--- config.mk ---
export PLATFORM = sky130hd
export DESIGN_NAME = mono_to_4bpp_palette_expander_core
export DESIGN_NICKNAME = d
export VERILOG_FILES = /design/src/mpe_pkg.sv /design/src/mpe_front.sv /design/src/mpe_fifo.sv /design/src/mpe_back.sv /design/src/mono_to_4bpp_palette_expander_core.sv
export SDC_FILE = /design/constraint.sdc
export NUM_CORES = 1
export LEC_CHECK = 0
export BUFFER_PORTS_ARGS = -buffer_cell sky130_fd_sc_hd__clkbuf_2
export CAP_MARGIN = 25
export CORE_MARGIN = 2
export CORE_UTILIZATION = 40
export CTS_CLUSTER_DIAMETER = 150
export CTS_CLUSTER_SIZE = 8
export DETAILED_ROUTE_END_ITERATION = 12
export PLACE_DENSITY = 0.68
export SLEW_MARGIN = 20
export SYNTH_ARGS = -nofsm -noshare
export SYNTH_HDL_FRONTEND = slang
export SYNTH_SLANG_ARGS = --single-unit
--- constraint.sdc ---
create_clock -name clk_i -period 3 [get_ports clk_i]
set_clock_uncertainty 0.1 [all_clocks]
set_input_delay 0.6 -clock clk_i [delete_from_list [all_inputs] [get_ports clk_i]]
set_output_delay 0.6 -clock clk_i [all_outputs]
set_load 0.05 [all_outputs]
--- src/mpe_pkg.sv ---
// Shared types and constants for the mono to 4bpp palette expander.
// Used by the front end, the job queue, the back end and the top level.
// No dependencies.
package mpe_pkg;

  // Largest row the expander handles, in pixels.
  localparam int unsigned MaxWidth = 4096;

  // Width of the row_width configuration field.
  localparam int unsigned RowWidthW = 13;

  // Configuration register indexes.
  localparam logic [1:0] CfgBackground = 2'd0;
  localparam logic [1:0] CfgForeground = 2'd1;
  localparam logic [1:0] CfgRowWidth   = 2'd2;

  // Column counter width; at least one bit is left above the byte offset.
  localparam int unsigned ColW = ($clog2(MaxWidth) > 3) ? $clog2(MaxWidth) : 4;

  // The column always advances a whole source byte at a time, so only the
  // byte number is stored.
  localparam int unsigned ColByteW = ColW - 3;

  // Width used for column and row width compares.
  localparam int unsigned CmpW = ((ColW > RowWidthW) ? ColW : RowWidthW) + 1;

  // Pixel count of one job, 1 to 8.
  localparam int unsigned PixCntW = 4;

  // Results per job, 0 to 4.
  localparam int unsigned ResCntW = 3;

  // Job queue between the front and the back end.
  localparam int unsigned FifoDepth = 2;
  localparam int unsigned FifoPtrW  = (FifoDepth > 1) ? $clog2(FifoDepth) : 1;
  localparam int unsigned FifoCntW  = $clog2(FifoDepth + 1);

  typedef logic [3:0] cidx_t;

  // One classified source byte.
  typedef struct packed {
    logic [7:0]         src;
    logic [PixCntW-1:0] npix;
    logic               row_end;
  } job_t;

endpackage

--- src/mpe_front.sv ---
// Front end of the expander: tracks the column and turns each source byte
// into a job (pixel count and row end flag). Depends on mpe_pkg.
module mpe_front (
  input  logic                        clk_i,
  input  logic                        rst_ni,
  input  logic                        accept_i,
  input  logic [7:0]                  source_byte_i,
  input  logic [mpe_pkg::CmpW-1:0]    width_i,
  output mpe_pkg::job_t               job_o
);

  logic [mpe_pkg::ColByteW-1:0] col_q, col_d;
  logic [mpe_pkg::CmpW-1:0]     col_ext;
  logic [mpe_pkg::CmpW-1:0]     col_p8;
  logic [mpe_pkg::CmpW-1:0]     diff;
  logic                         row_done;
  logic                         past_end;

  assign col_ext  = mpe_pkg::CmpW'({col_q, 3'b000});
  assign col_p8   = col_ext + mpe_pkg::CmpW'(8);
  assign diff     = width_i - col_ext;
  assign row_done = (col_p8 >= width_i);
  // The width may have been lowered below the column; one pixel still goes out.
  assign past_end = (col_ext >= width_i);

  always_comb begin
    job_o.src     = source_byte_i;
    job_o.row_end = row_done;
    if (!row_done) begin
      job_o.npix = mpe_pkg::PixCntW'(8);
    end else if (past_end) begin
      job_o.npix = mpe_pkg::PixCntW'(1);
    end else begin
      job_o.npix = diff[mpe_pkg::PixCntW-1:0];
    end
  end

  always_comb begin
    col_d = col_q;
    if (accept_i) begin
      col_d = row_done ? '0 : col_p8[mpe_pkg::ColW-1:3];
    end
  end

  always_ff @(posedge clk_i or negedge rst_ni) begin
    if (!rst_ni) begin
      col_q <= '0;
    end else begin
      col_q <= col_d;
    end
  end

  a_npix_range: assert property (@(posedge clk_i) disable iff (!rst_ni)
    accept_i |-> (job_o.npix != '0) && (job_o.npix <= mpe_pkg::PixCntW'(8)))
    else $error("job pixel count out of range");

  a_short_job_ends_row: assert property (@(posedge clk_i) disable iff (!rst_ni)
    (accept_i && (job_o.npix != mpe_pkg::PixCntW'(8))) |=> (col_q == '0))
    else $error("short job did not restart the row");

endmodule

--- src/mpe_fifo.sv ---
// Short job queue between the front and the back end of the expander.
// Depends on mpe_pkg for the job type and depth.
module mpe_fifo (
  input  logic          clk_i,
  input  logic          rst_ni,
  input  logic          push_i,
  input  mpe_pkg::job_t push_data_i,
  output logic          full_o,
  output logic          valid_o,
  input  logic          pop_i,
  output mpe_pkg::job_t data_o
);

  mpe_pkg::job_t                 mem_q [mpe_pkg::FifoDepth];
  logic [mpe_pkg::FifoPtrW-1:0]  wr_ptr_q, wr_ptr_d;
  logic [mpe_pkg::FifoPtrW-1:0]  rd_ptr_q, rd_ptr_d;
  logic [mpe_pkg::FifoCntW-1:0]  cnt_q, cnt_d;

  assign full_o  = (cnt_q == mpe_pkg::FifoCntW'(mpe_pkg::FifoDepth));
  assign valid_o = (cnt_q != '0);
  assign data_o  = mem_q[rd_ptr_q];

  function automatic logic [mpe_pkg::FifoPtrW-1:0] ptr_inc(
    input logic [mpe_pkg::FifoPtrW-1:0] p
  );
    if (p == mpe_pkg::FifoPtrW'(mpe_pkg::FifoDepth - 1)) begin
      return '0;
    end
    return p + mpe_pkg::FifoPtrW'(1);
  endfunction

  always_comb begin
    wr_ptr_d = push_i ? ptr_inc(wr_ptr_q) : wr_ptr_q;
    rd_ptr_d = pop_i ? ptr_inc(rd_ptr_q) : rd_ptr_q;
    cnt_d    = cnt_q;
    if (push_i && !pop_i) begin
      cnt_d = cnt_q + mpe_pkg::FifoCntW'(1);
    end else if (!push_i && pop_i) begin
      cnt_d = cnt_q - mpe_pkg::FifoCntW'(1);
    end
  end

  always_ff @(posedge clk_i) begin
    if (push_i) begin
      mem_q[wr_ptr_q] <= push_data_i;
    end
  end

  always_ff @(posedge clk_i or negedge rst_ni) begin
    if (!rst_ni) begin
      wr_ptr_q <= '0;
      rd_ptr_q <= '0;
      cnt_q    <= '0;
    end else begin
      wr_ptr_q <= wr_ptr_d;
      rd_ptr_q <= rd_ptr_d;
      cnt_q    <= cnt_d;
    end
  end

  a_no_overflow: assert property (@(posedge clk_i) disable iff (!rst_ni)
    push_i |-> (!full_o || pop_i))
    else $error("job queue overflow");

  a_no_underflow: assert property (@(posedge clk_i) disable iff (!rst_ni)
    pop_i |-> valid_o)
    else $error("job queue underflow");

endmodule

--- src/mpe_back.sv ---
// Back end of the expander: walks one job a result at a time, maps pixels
// to colour indices and holds the result in an output register.
// Depends on mpe_pkg.
module mpe_back (
  input  logic          clk_i,
  input  logic          rst_ni,
  input  logic          job_valid_i,
  input  mpe_pkg::job_t job_i,
  output logic          job_pop_o,
  input  mpe_pkg::cidx_t bg_idx_i,
  input  mpe_pkg::cidx_t fg_idx_i,
  output logic          empty_o,
  input  logic          pop_i,
  output logic [7:0]    packed_byte_o,
  output logic          row_end_o,
  output logic          last_of_run_o
);

  logic [1:0]                  slot_q, slot_d;
  logic                        out_valid_q, out_valid_d;
  logic [7:0]                  packed_q;
  logic                        row_end_q;
  logic                        last_q;
  logic [mpe_pkg::ResCntW-1:0] nres;
  logic                        last_slot;
  logic                        advance;
  logic                        load;
  logic [7:0]                  shifted;
  logic                        lo_used;
  mpe_pkg::cidx_t              hi_nib;
  mpe_pkg::cidx_t              lo_nib;

  // A job ending on an odd pixel count adds one half-filled byte.
  assign nres = mpe_pkg::ResCntW'(job_i.npix[mpe_pkg::PixCntW-1:1])
              + mpe_pkg::ResCntW'(job_i.npix[0] & job_i.row_end);
  assign last_slot = (mpe_pkg::ResCntW'(slot_q) == nres - mpe_pkg::ResCntW'(1));
  assign advance   = !out_valid_q || pop_i;

  assign shifted = job_i.src << {slot_q, 1'b0};
  assign lo_used = (mpe_pkg::PixCntW'({slot_q, 1'b1}) < job_i.npix);
  assign hi_nib  = shifted[7] ? fg_idx_i : bg_idx_i;
  assign lo_nib  = !lo_used ? '0 : (shifted[6] ? fg_idx_i : bg_idx_i);

  always_comb begin
    job_pop_o = 1'b0;
    load      = 1'b0;
    slot_d    = slot_q;
    if (advance && job_valid_i) begin
      if (nres == '0) begin
        job_pop_o = 1'b1;
      end else begin
        load = 1'b1;
        if (last_slot) begin
          job_pop_o = 1'b1;
          slot_d    = '0;
        end else begin
          slot_d = slot_q + 2'd1;
        end
      end
    end
    out_valid_d = load || (out_valid_q && !pop_i);
  end

  always_ff @(posedge clk_i) begin
    if (load) begin
      packed_q  <= {hi_nib, lo_nib};
      row_end_q <= last_slot && job_i.row_end;
      last_q    <= last_slot;
    end
  end

  always_ff @(posedge clk_i or negedge rst_ni) begin
    if (!rst_ni) begin
      slot_q      <= '0;
      out_valid_q <= 1'b0;
    end else begin
      slot_q      <= slot_d;
      out_valid_q <= out_valid_d;
    end
  end

  assign empty_o       = !out_valid_q;
  assign packed_byte_o = packed_q;
  assign row_end_o     = row_end_q;
  assign last_of_run_o = last_q;

  a_row_end_is_last: assert property (@(posedge clk_i) disable iff (!rst_ni)
    (!empty_o && row_end_o) |-> last_of_run_o)
    else $error("row end on a result that is not the last of its byte");

  a_slot_idle: assert property (@(posedge clk_i) disable iff (!rst_ni)
    !job_valid_i |-> (slot_q == '0))
    else $error("result slot left mid-job with no job queued");

endmodule

--- src/mono_to_4bpp_palette_expander_core.sv ---
// Top level of the mono to 4bpp palette expander: configuration registers,
// colour index mapping, and the front end, job queue and back end.
// Depends on mpe_pkg, mpe_front, mpe_fifo and mpe_back.

// Each accepted source byte of eight one-bit pixels (most significant bit
// first) becomes up to four output bytes of two 4-bit colour indices, the
// earlier pixel in the high nibble. A full byte makes four results, given
// one per cycle from the back end's output register while pop is held; a
// byte that ends a row makes one result per two pixels (ceil(pixels / 2)).
// A new byte is taken every cycle while the two-entry job queue has room, so
// input and output stall independently. A result passes through the job
// queue and then the back end's output register before it shows on the
// output. Colours map to an index when they are written; a zero row width
// acts as one and widths above the maximum saturate. Configuration writes
// are always ready and are meant for idle periods only.
module mono_to_4bpp_palette_expander_core (
  input  logic        clk_i,
  input  logic        rst_ni,
  input  logic        push,
  output logic        full,
  input  logic [7:0]  source_byte_i,
  output logic        empty,
  input  logic        pop,
  output logic [7:0]  packed_byte_o,
  output logic        row_end_o,
  output logic        last_of_run_o,
  input  logic        cfg_valid_i,
  output logic        cfg_ready_o,
  input  logic [1:0]  cfg_index_i,
  input  logic [23:0] cfg_data_i
);

  function automatic mpe_pkg::cidx_t colour_index(input logic [23:0] c);
    logic [7:0] r;
    logic [7:0] g;
    logic [7:0] b;
    logic       bright;
    r      = c[23:16];
    g      = c[15:8];
    b      = c[7:0];
    bright = (r > 8'hc0) || (g > 8'hc0) || (b > 8'hc0);
    unique case (c)
      24'h000000: return 4'd0;
      24'h800000: return 4'd1;
      24'h008000: return 4'd2;
      24'h808000: return 4'd3;
      24'h000080: return 4'd4;
      24'h800080: return 4'd5;
      24'h008080: return 4'd6;
      24'hc0c0c0: return 4'd7;
      24'h808080: return 4'd8;
      24'hff0000: return 4'd9;
      24'h00ff00: return 4'd10;
      24'hffff00: return 4'd11;
      24'h0000ff: return 4'd12;
      24'hff00ff: return 4'd13;
      24'h00ffff: return 4'd14;
      24'hffffff: return 4'd15;
      default:    return {bright, b[7], g[7], r[7]};
    endcase
  endfunction

  function automatic logic [mpe_pkg::CmpW-1:0] eff_width(
    input logic [mpe_pkg::RowWidthW-1:0] w
  );
    logic [mpe_pkg::CmpW-1:0] wx;
    wx = mpe_pkg::CmpW'(w);
    if (wx == '0) begin
      return mpe_pkg::CmpW'(1);
    end
    if (wx > mpe_pkg::CmpW'(mpe_pkg::MaxWidth)) begin
      return mpe_pkg::CmpW'(mpe_pkg::MaxWidth);
    end
    return wx;
  endfunction

  mpe_pkg::cidx_t           bg_idx_q, bg_idx_d;
  mpe_pkg::cidx_t           fg_idx_q, fg_idx_d;
  logic [mpe_pkg::CmpW-1:0] width_q, width_d;
  logic                     cfg_write;
  logic                     accept;
  mpe_pkg::job_t            new_job;
  mpe_pkg::job_t            head_job;
  logic                     head_valid;
  logic                     head_pop;

  assign cfg_ready_o = 1'b1;
  assign cfg_write   = cfg_valid_i && cfg_ready_o;

  always_comb begin
    bg_idx_d = bg_idx_q;
    fg_idx_d = fg_idx_q;
    width_d  = width_q;
    if (cfg_write) begin
      unique case (cfg_index_i)
        mpe_pkg::CfgBackground: bg_idx_d = colour_index(cfg_data_i);
        mpe_pkg::CfgForeground: fg_idx_d = colour_index(cfg_data_i);
        mpe_pkg::CfgRowWidth:
          width_d = eff_width(cfg_data_i[mpe_pkg::RowWidthW-1:0]);
        default: ;
      endcase
    end
  end

  always_ff @(posedge clk_i or negedge rst_ni) begin
    if (!rst_ni) begin
      bg_idx_q <= 4'd0;
      fg_idx_q <= 4'd15;
      width_q  <= mpe_pkg::CmpW'(640);
    end else begin
      bg_idx_q <= bg_idx_d;
      fg_idx_q <= fg_idx_d;
      width_q  <= width_d;
    end
  end

  assign accept = push && !full;

  mpe_front u_front (
    .clk_i         (clk_i),
    .rst_ni        (rst_ni),
    .accept_i      (accept),
    .source_byte_i (source_byte_i),
    .width_i       (width_q),
    .job_o         (new_job)
  );

  mpe_fifo u_fifo (
    .clk_i       (clk_i),
    .rst_ni      (rst_ni),
    .push_i      (accept),
    .push_data_i (new_job),
    .full_o      (full),
    .valid_o     (head_valid),
    .pop_i       (head_pop),
    .data_o      (head_job)
  );

  mpe_back u_back (
    .clk_i         (clk_i),
    .rst_ni        (rst_ni),
    .job_valid_i   (head_valid),
    .job_i         (head_job),
    .job_pop_o     (head_pop),
    .bg_idx_i      (bg_idx_q),
    .fg_idx_i      (fg_idx_q),
    .empty_o       (empty),
    .pop_i         (pop),
    .packed_byte_o (packed_byte_o),
    .row_end_o     (row_end_o),
    .last_of_run_o (last_of_run_o)
  );

endmodule

==> metrics.txt <==
largest net degree at the start of global routing 38; Lkg Pwr between 0.002 and 0.0025 uW; Remaining DRCs 0; wire length per cell approximately 14 um; area of the core 9729 um2; num rows 36; reg2reg start u_front.col_q[0]; vias in the first global route 3033; count of final max-slew check failures 0; Routed Wire Length between 8000 and 9000 um; # nets final between 500 and 600; Antenna diodes 0; sequential-to-total area share from yosys stat 0.5058; Worst-Skew Late Latency around 0.35 ns; Ys Warns 0; synthesized net count 429; PD cells approximately 900 nW/um2; register bit count reported by yosys 73; setup TNS 0 ns; reg2reg end u_fifo.mem_q[0][4]; DR iter-0 viols ~120; Starting Density 0.4093; EDFF count, synth 36; crit path max-delay cell type or4_4; crit start category flop; Final Wtd Congestion between 0.8 and 0.9; clock sinks 73; CTS H-tree depth 3; gr ovfl total 0; R2R depth 12; Max Cap Viol 0; Final HPWL DP between 6000 and 7000 um; CTS Buffer Depth 2; share of post-route cells with drive strength above 1 0.2928; overall via count from detail_route about 3k; setup violators final 0; antenna viol nets, final 0; FF-to-FF setup slack between 0.1 and 0.15 ns; crit-path cells ha_2 -> nand3_4 -> nor2_4 -> nand3_2 -> xnor2_2 -> ha_1 -> nand4_1 -> or4_4 -> a31oi_4 -> buf_6 -> buf_4 -> nand2_1; Critical path destination u_fifo.mem_q[0][4]; Die W 103.8 um; CTS tree built; CP required approximately 3.0 ns; DIE HEIGHT around 100 um; Avg Cell Area, Syn approximately 11 um2; Worst-path clk slew about 0.08 ns; Primary FF master, synth edfxtp_1; Tmin final between 2 and 3 ns; worst-margin pin slew 0.6848 ns; fmax 0.3467 GHz; cell count after synthesis between 300 and 400; Max VDD drop between 400 and 500 uV; crit path max fanout 5; PortBufs 50; critical path endpoint category flop; Worst path max stage delay roughly 0.53 ns; Cell variety after synth between 50 and 60; period utilization 0.9615; Root Driver clkbuf_8; CP Launch Point u_front.col_q[0]; GRT Overall Usage 0.1582; Initial DRT Pass Iterations 4; I/O pin count 52; total power between 4000 and 5000 uW; hold slack between 0.1 and 0.15 ns; Crit path arrival time about 2.9 ns; initial antenna violation count 0; cts-stage hold buffer count 0; cts bufs inserted 9; mapped cell area around 4000 um2; status complete, no violations; normalized max-slew margin 0.5304; final hold violations 0; WS Path Type reg2reg; vias per cell around 5.2; DIE AREA 10770 um2; area added between synthesis and finish 22.12%; first-pass GRT wire length around 14000 um; Async SR Flop Fraction 0.5068; HP Class in2async
-- cell families (layout without fill, tap and decap cells) --
group | Yosys count | count (layout) | share of synthesized area
AOI/OAI and AO/OA | 66 | 66 | 0.1131
xor gates and xnor gates | 13 | 13 | 0.02859
adders and majority gates | 27 | 27 | 0.08451
buffers and inverters | 32 | 112 | 0.03110
DFF | 73 | 73 | 0.5058
muxes | 20 | 20 | 0.06504
other | 1 | 1 | 0.0009416
and+or+nand+nor | 132 | 132 | 0.1709
-- critical path, delay by kind of cell (launching register included) --
kind | cells | cell delay, ns
and+or+nand+nor | 6 | 0.99
xor gates and xnor gates | 1 | 0.16
DFF | 1 | 0.39
adders and majority gates | 2 | 0.53
buffers and inverters | 2 | 0.23
AOI/OAI and AO/OA | 1 | 0.24
-- cell usage after synthesis, types with 4 or more instances --
master     n  area, um2
a21oi_1    8      40.04
nand2_1   36      135.1
o21ai_0   19      95.09
dfstp_2    6      157.7
nor3_1     5      25.02
inv_1     22      82.58
mux2i_1    9      90.09
dfrtp_1   31      775.7
mux4_2     4      90.09
o21a_1     4      30.03
nand3_1   13      65.06
nor2_1    27      101.4
clkbuf_1   8      30.03
xor2_1     6      52.55
edfxtp_1  36       1081
a22o_1    11      96.34
nand4_1    6      37.54
and3_1     9      56.30
nor4_1     7      43.79
ha_1      26      325.3
nand2b_1  10      62.56
xnor2_1    7      61.31
mux2_2     7      78.83
-- cell usage in the layout (no fill, tap or decap), types with 2 or more instances in the layout --
cell type  instances
xnor2_1            6
nor3_1             5
mux4_2             4
bufinv_16          2
xor2_1             6
nand3_1           11
a31oi_1            2
a21oi_2            2
nand4_1            6
nand3b_1           3
o2bb2ai_1          3
o211ai_1           3
o221ai_1           2
a21oi_1            8
ha_1              24
mux2i_1            8
or4_4              2
o21ai_0           18
o21ai_1            2
inv_6              2
nand2_1           36
clkbuf_2          50
buf_4             22
edfxtp_1          36
a22o_1            11
or3_1              2
clkinv_4           2
nor4_1             7
clkbuf_8           9
nand2b_1          10
nor2b_1            3
nor2_1            25
mux2_2             7
inv_1             22
dfrtp_1           30
dfstp_2            6
o21a_1             4
and3_1             9
o21ai_2            2
-- where the power goes --
| part | internal, uW | switching (uW) | total, uW | leakage (uW) |
|---|---|---|---|---|
| Clock | 475 | 381 | 855 | 0.000114 |
| Combinational | 819 | 1130 | 1940 | 0.00118 |
| Sequential | 1420 | 171 | 1590 | 0.000790 |
-- sequential cells by signal, summed over array words and instances (netlist names) --
name / count
u_back.slot_q: 2
u_back.out_valid_q: 1
fg_idx_q: 4
u_fifo.mem_q: 26
u_fifo.wr_ptr_q: 1
width_q: 13
u_back.packed_byte_o: 8
u_fifo.rd_ptr_q: 1
u_back.row_end_o: 1
u_back.last_of_run_o: 1
u_fifo.cnt_q: 2
u_front.col_q: 9
bg_idx_q: 4
-- repair_timing --
action,CTS,global route
pin swaps,0,4
resized for setup,2,15
endpoints found under the setup margin,2,19
gates cloned,0,0
hold endpoints to repair,0,0
setup buffers,0,3
-- how the worst min path moves through the flow --
| stage | from | endpoint | slack, ns |
|---|---|---|---|
| 6_report | rst_ni | width_q[1] | 0.12 |
| 5_1_grt | rst_ni | bg_idx_q[2] | 0.16 |
| 4_1_cts | rst_ni | width_q[1] | 0.30 |
| 3_5_place_dp | width_q[9] | width_q[9] | 0.37 |
| 3_3_place_gp | fg_idx_q[1] | fg_idx_q[1] | 0.36 |
| 2_1_floorplan | rst_ni | bg_idx_q[0] | 0.20 |
-- cell type report --
| class | instances | area [um2] |
|---|---|---|
| Clock buffer | 9 | 123.9 |
| Clock inverter | 7 | 100.1 |
| Fill cell | 914 | 4866 |
| Inverter | 22 | 82.58 |
| Multi-Input combinational cell | 259 | 1921 |
| Sequential cell | 73 | 2016 |
| Tap cell | 133 | 166.4 |
| Timing Repair Buffer | 74 | 454.2 |
-- routing by layer --
metal / GRT usage / routed length, um / vias up
li1: - / - / 1490
met1: 0.1896 / 3745 / 1434
met2: 0.2767 / 4140 / 59
met3: 0.03776 / 273 / 13
met4: 0.05888 / 147 / 0
met5: 0 / 0 / -
-- per-stage QoR --
step                      setup slack (ns)  instances  utilization  area, um2
after detailed placement         0.0009039        557       0.4640       4514
after CTS                         0.004505        573       0.4879       4747
after global placement             0.08021        557       0.4640       4514
after global routing              -0.03149        577       0.4999       4863
after floorplan                   -0.02292        364            -       3993
final                               0.1154        577       0.4999       4863
No activity file was read; power rests on OpenSTA's default activity.
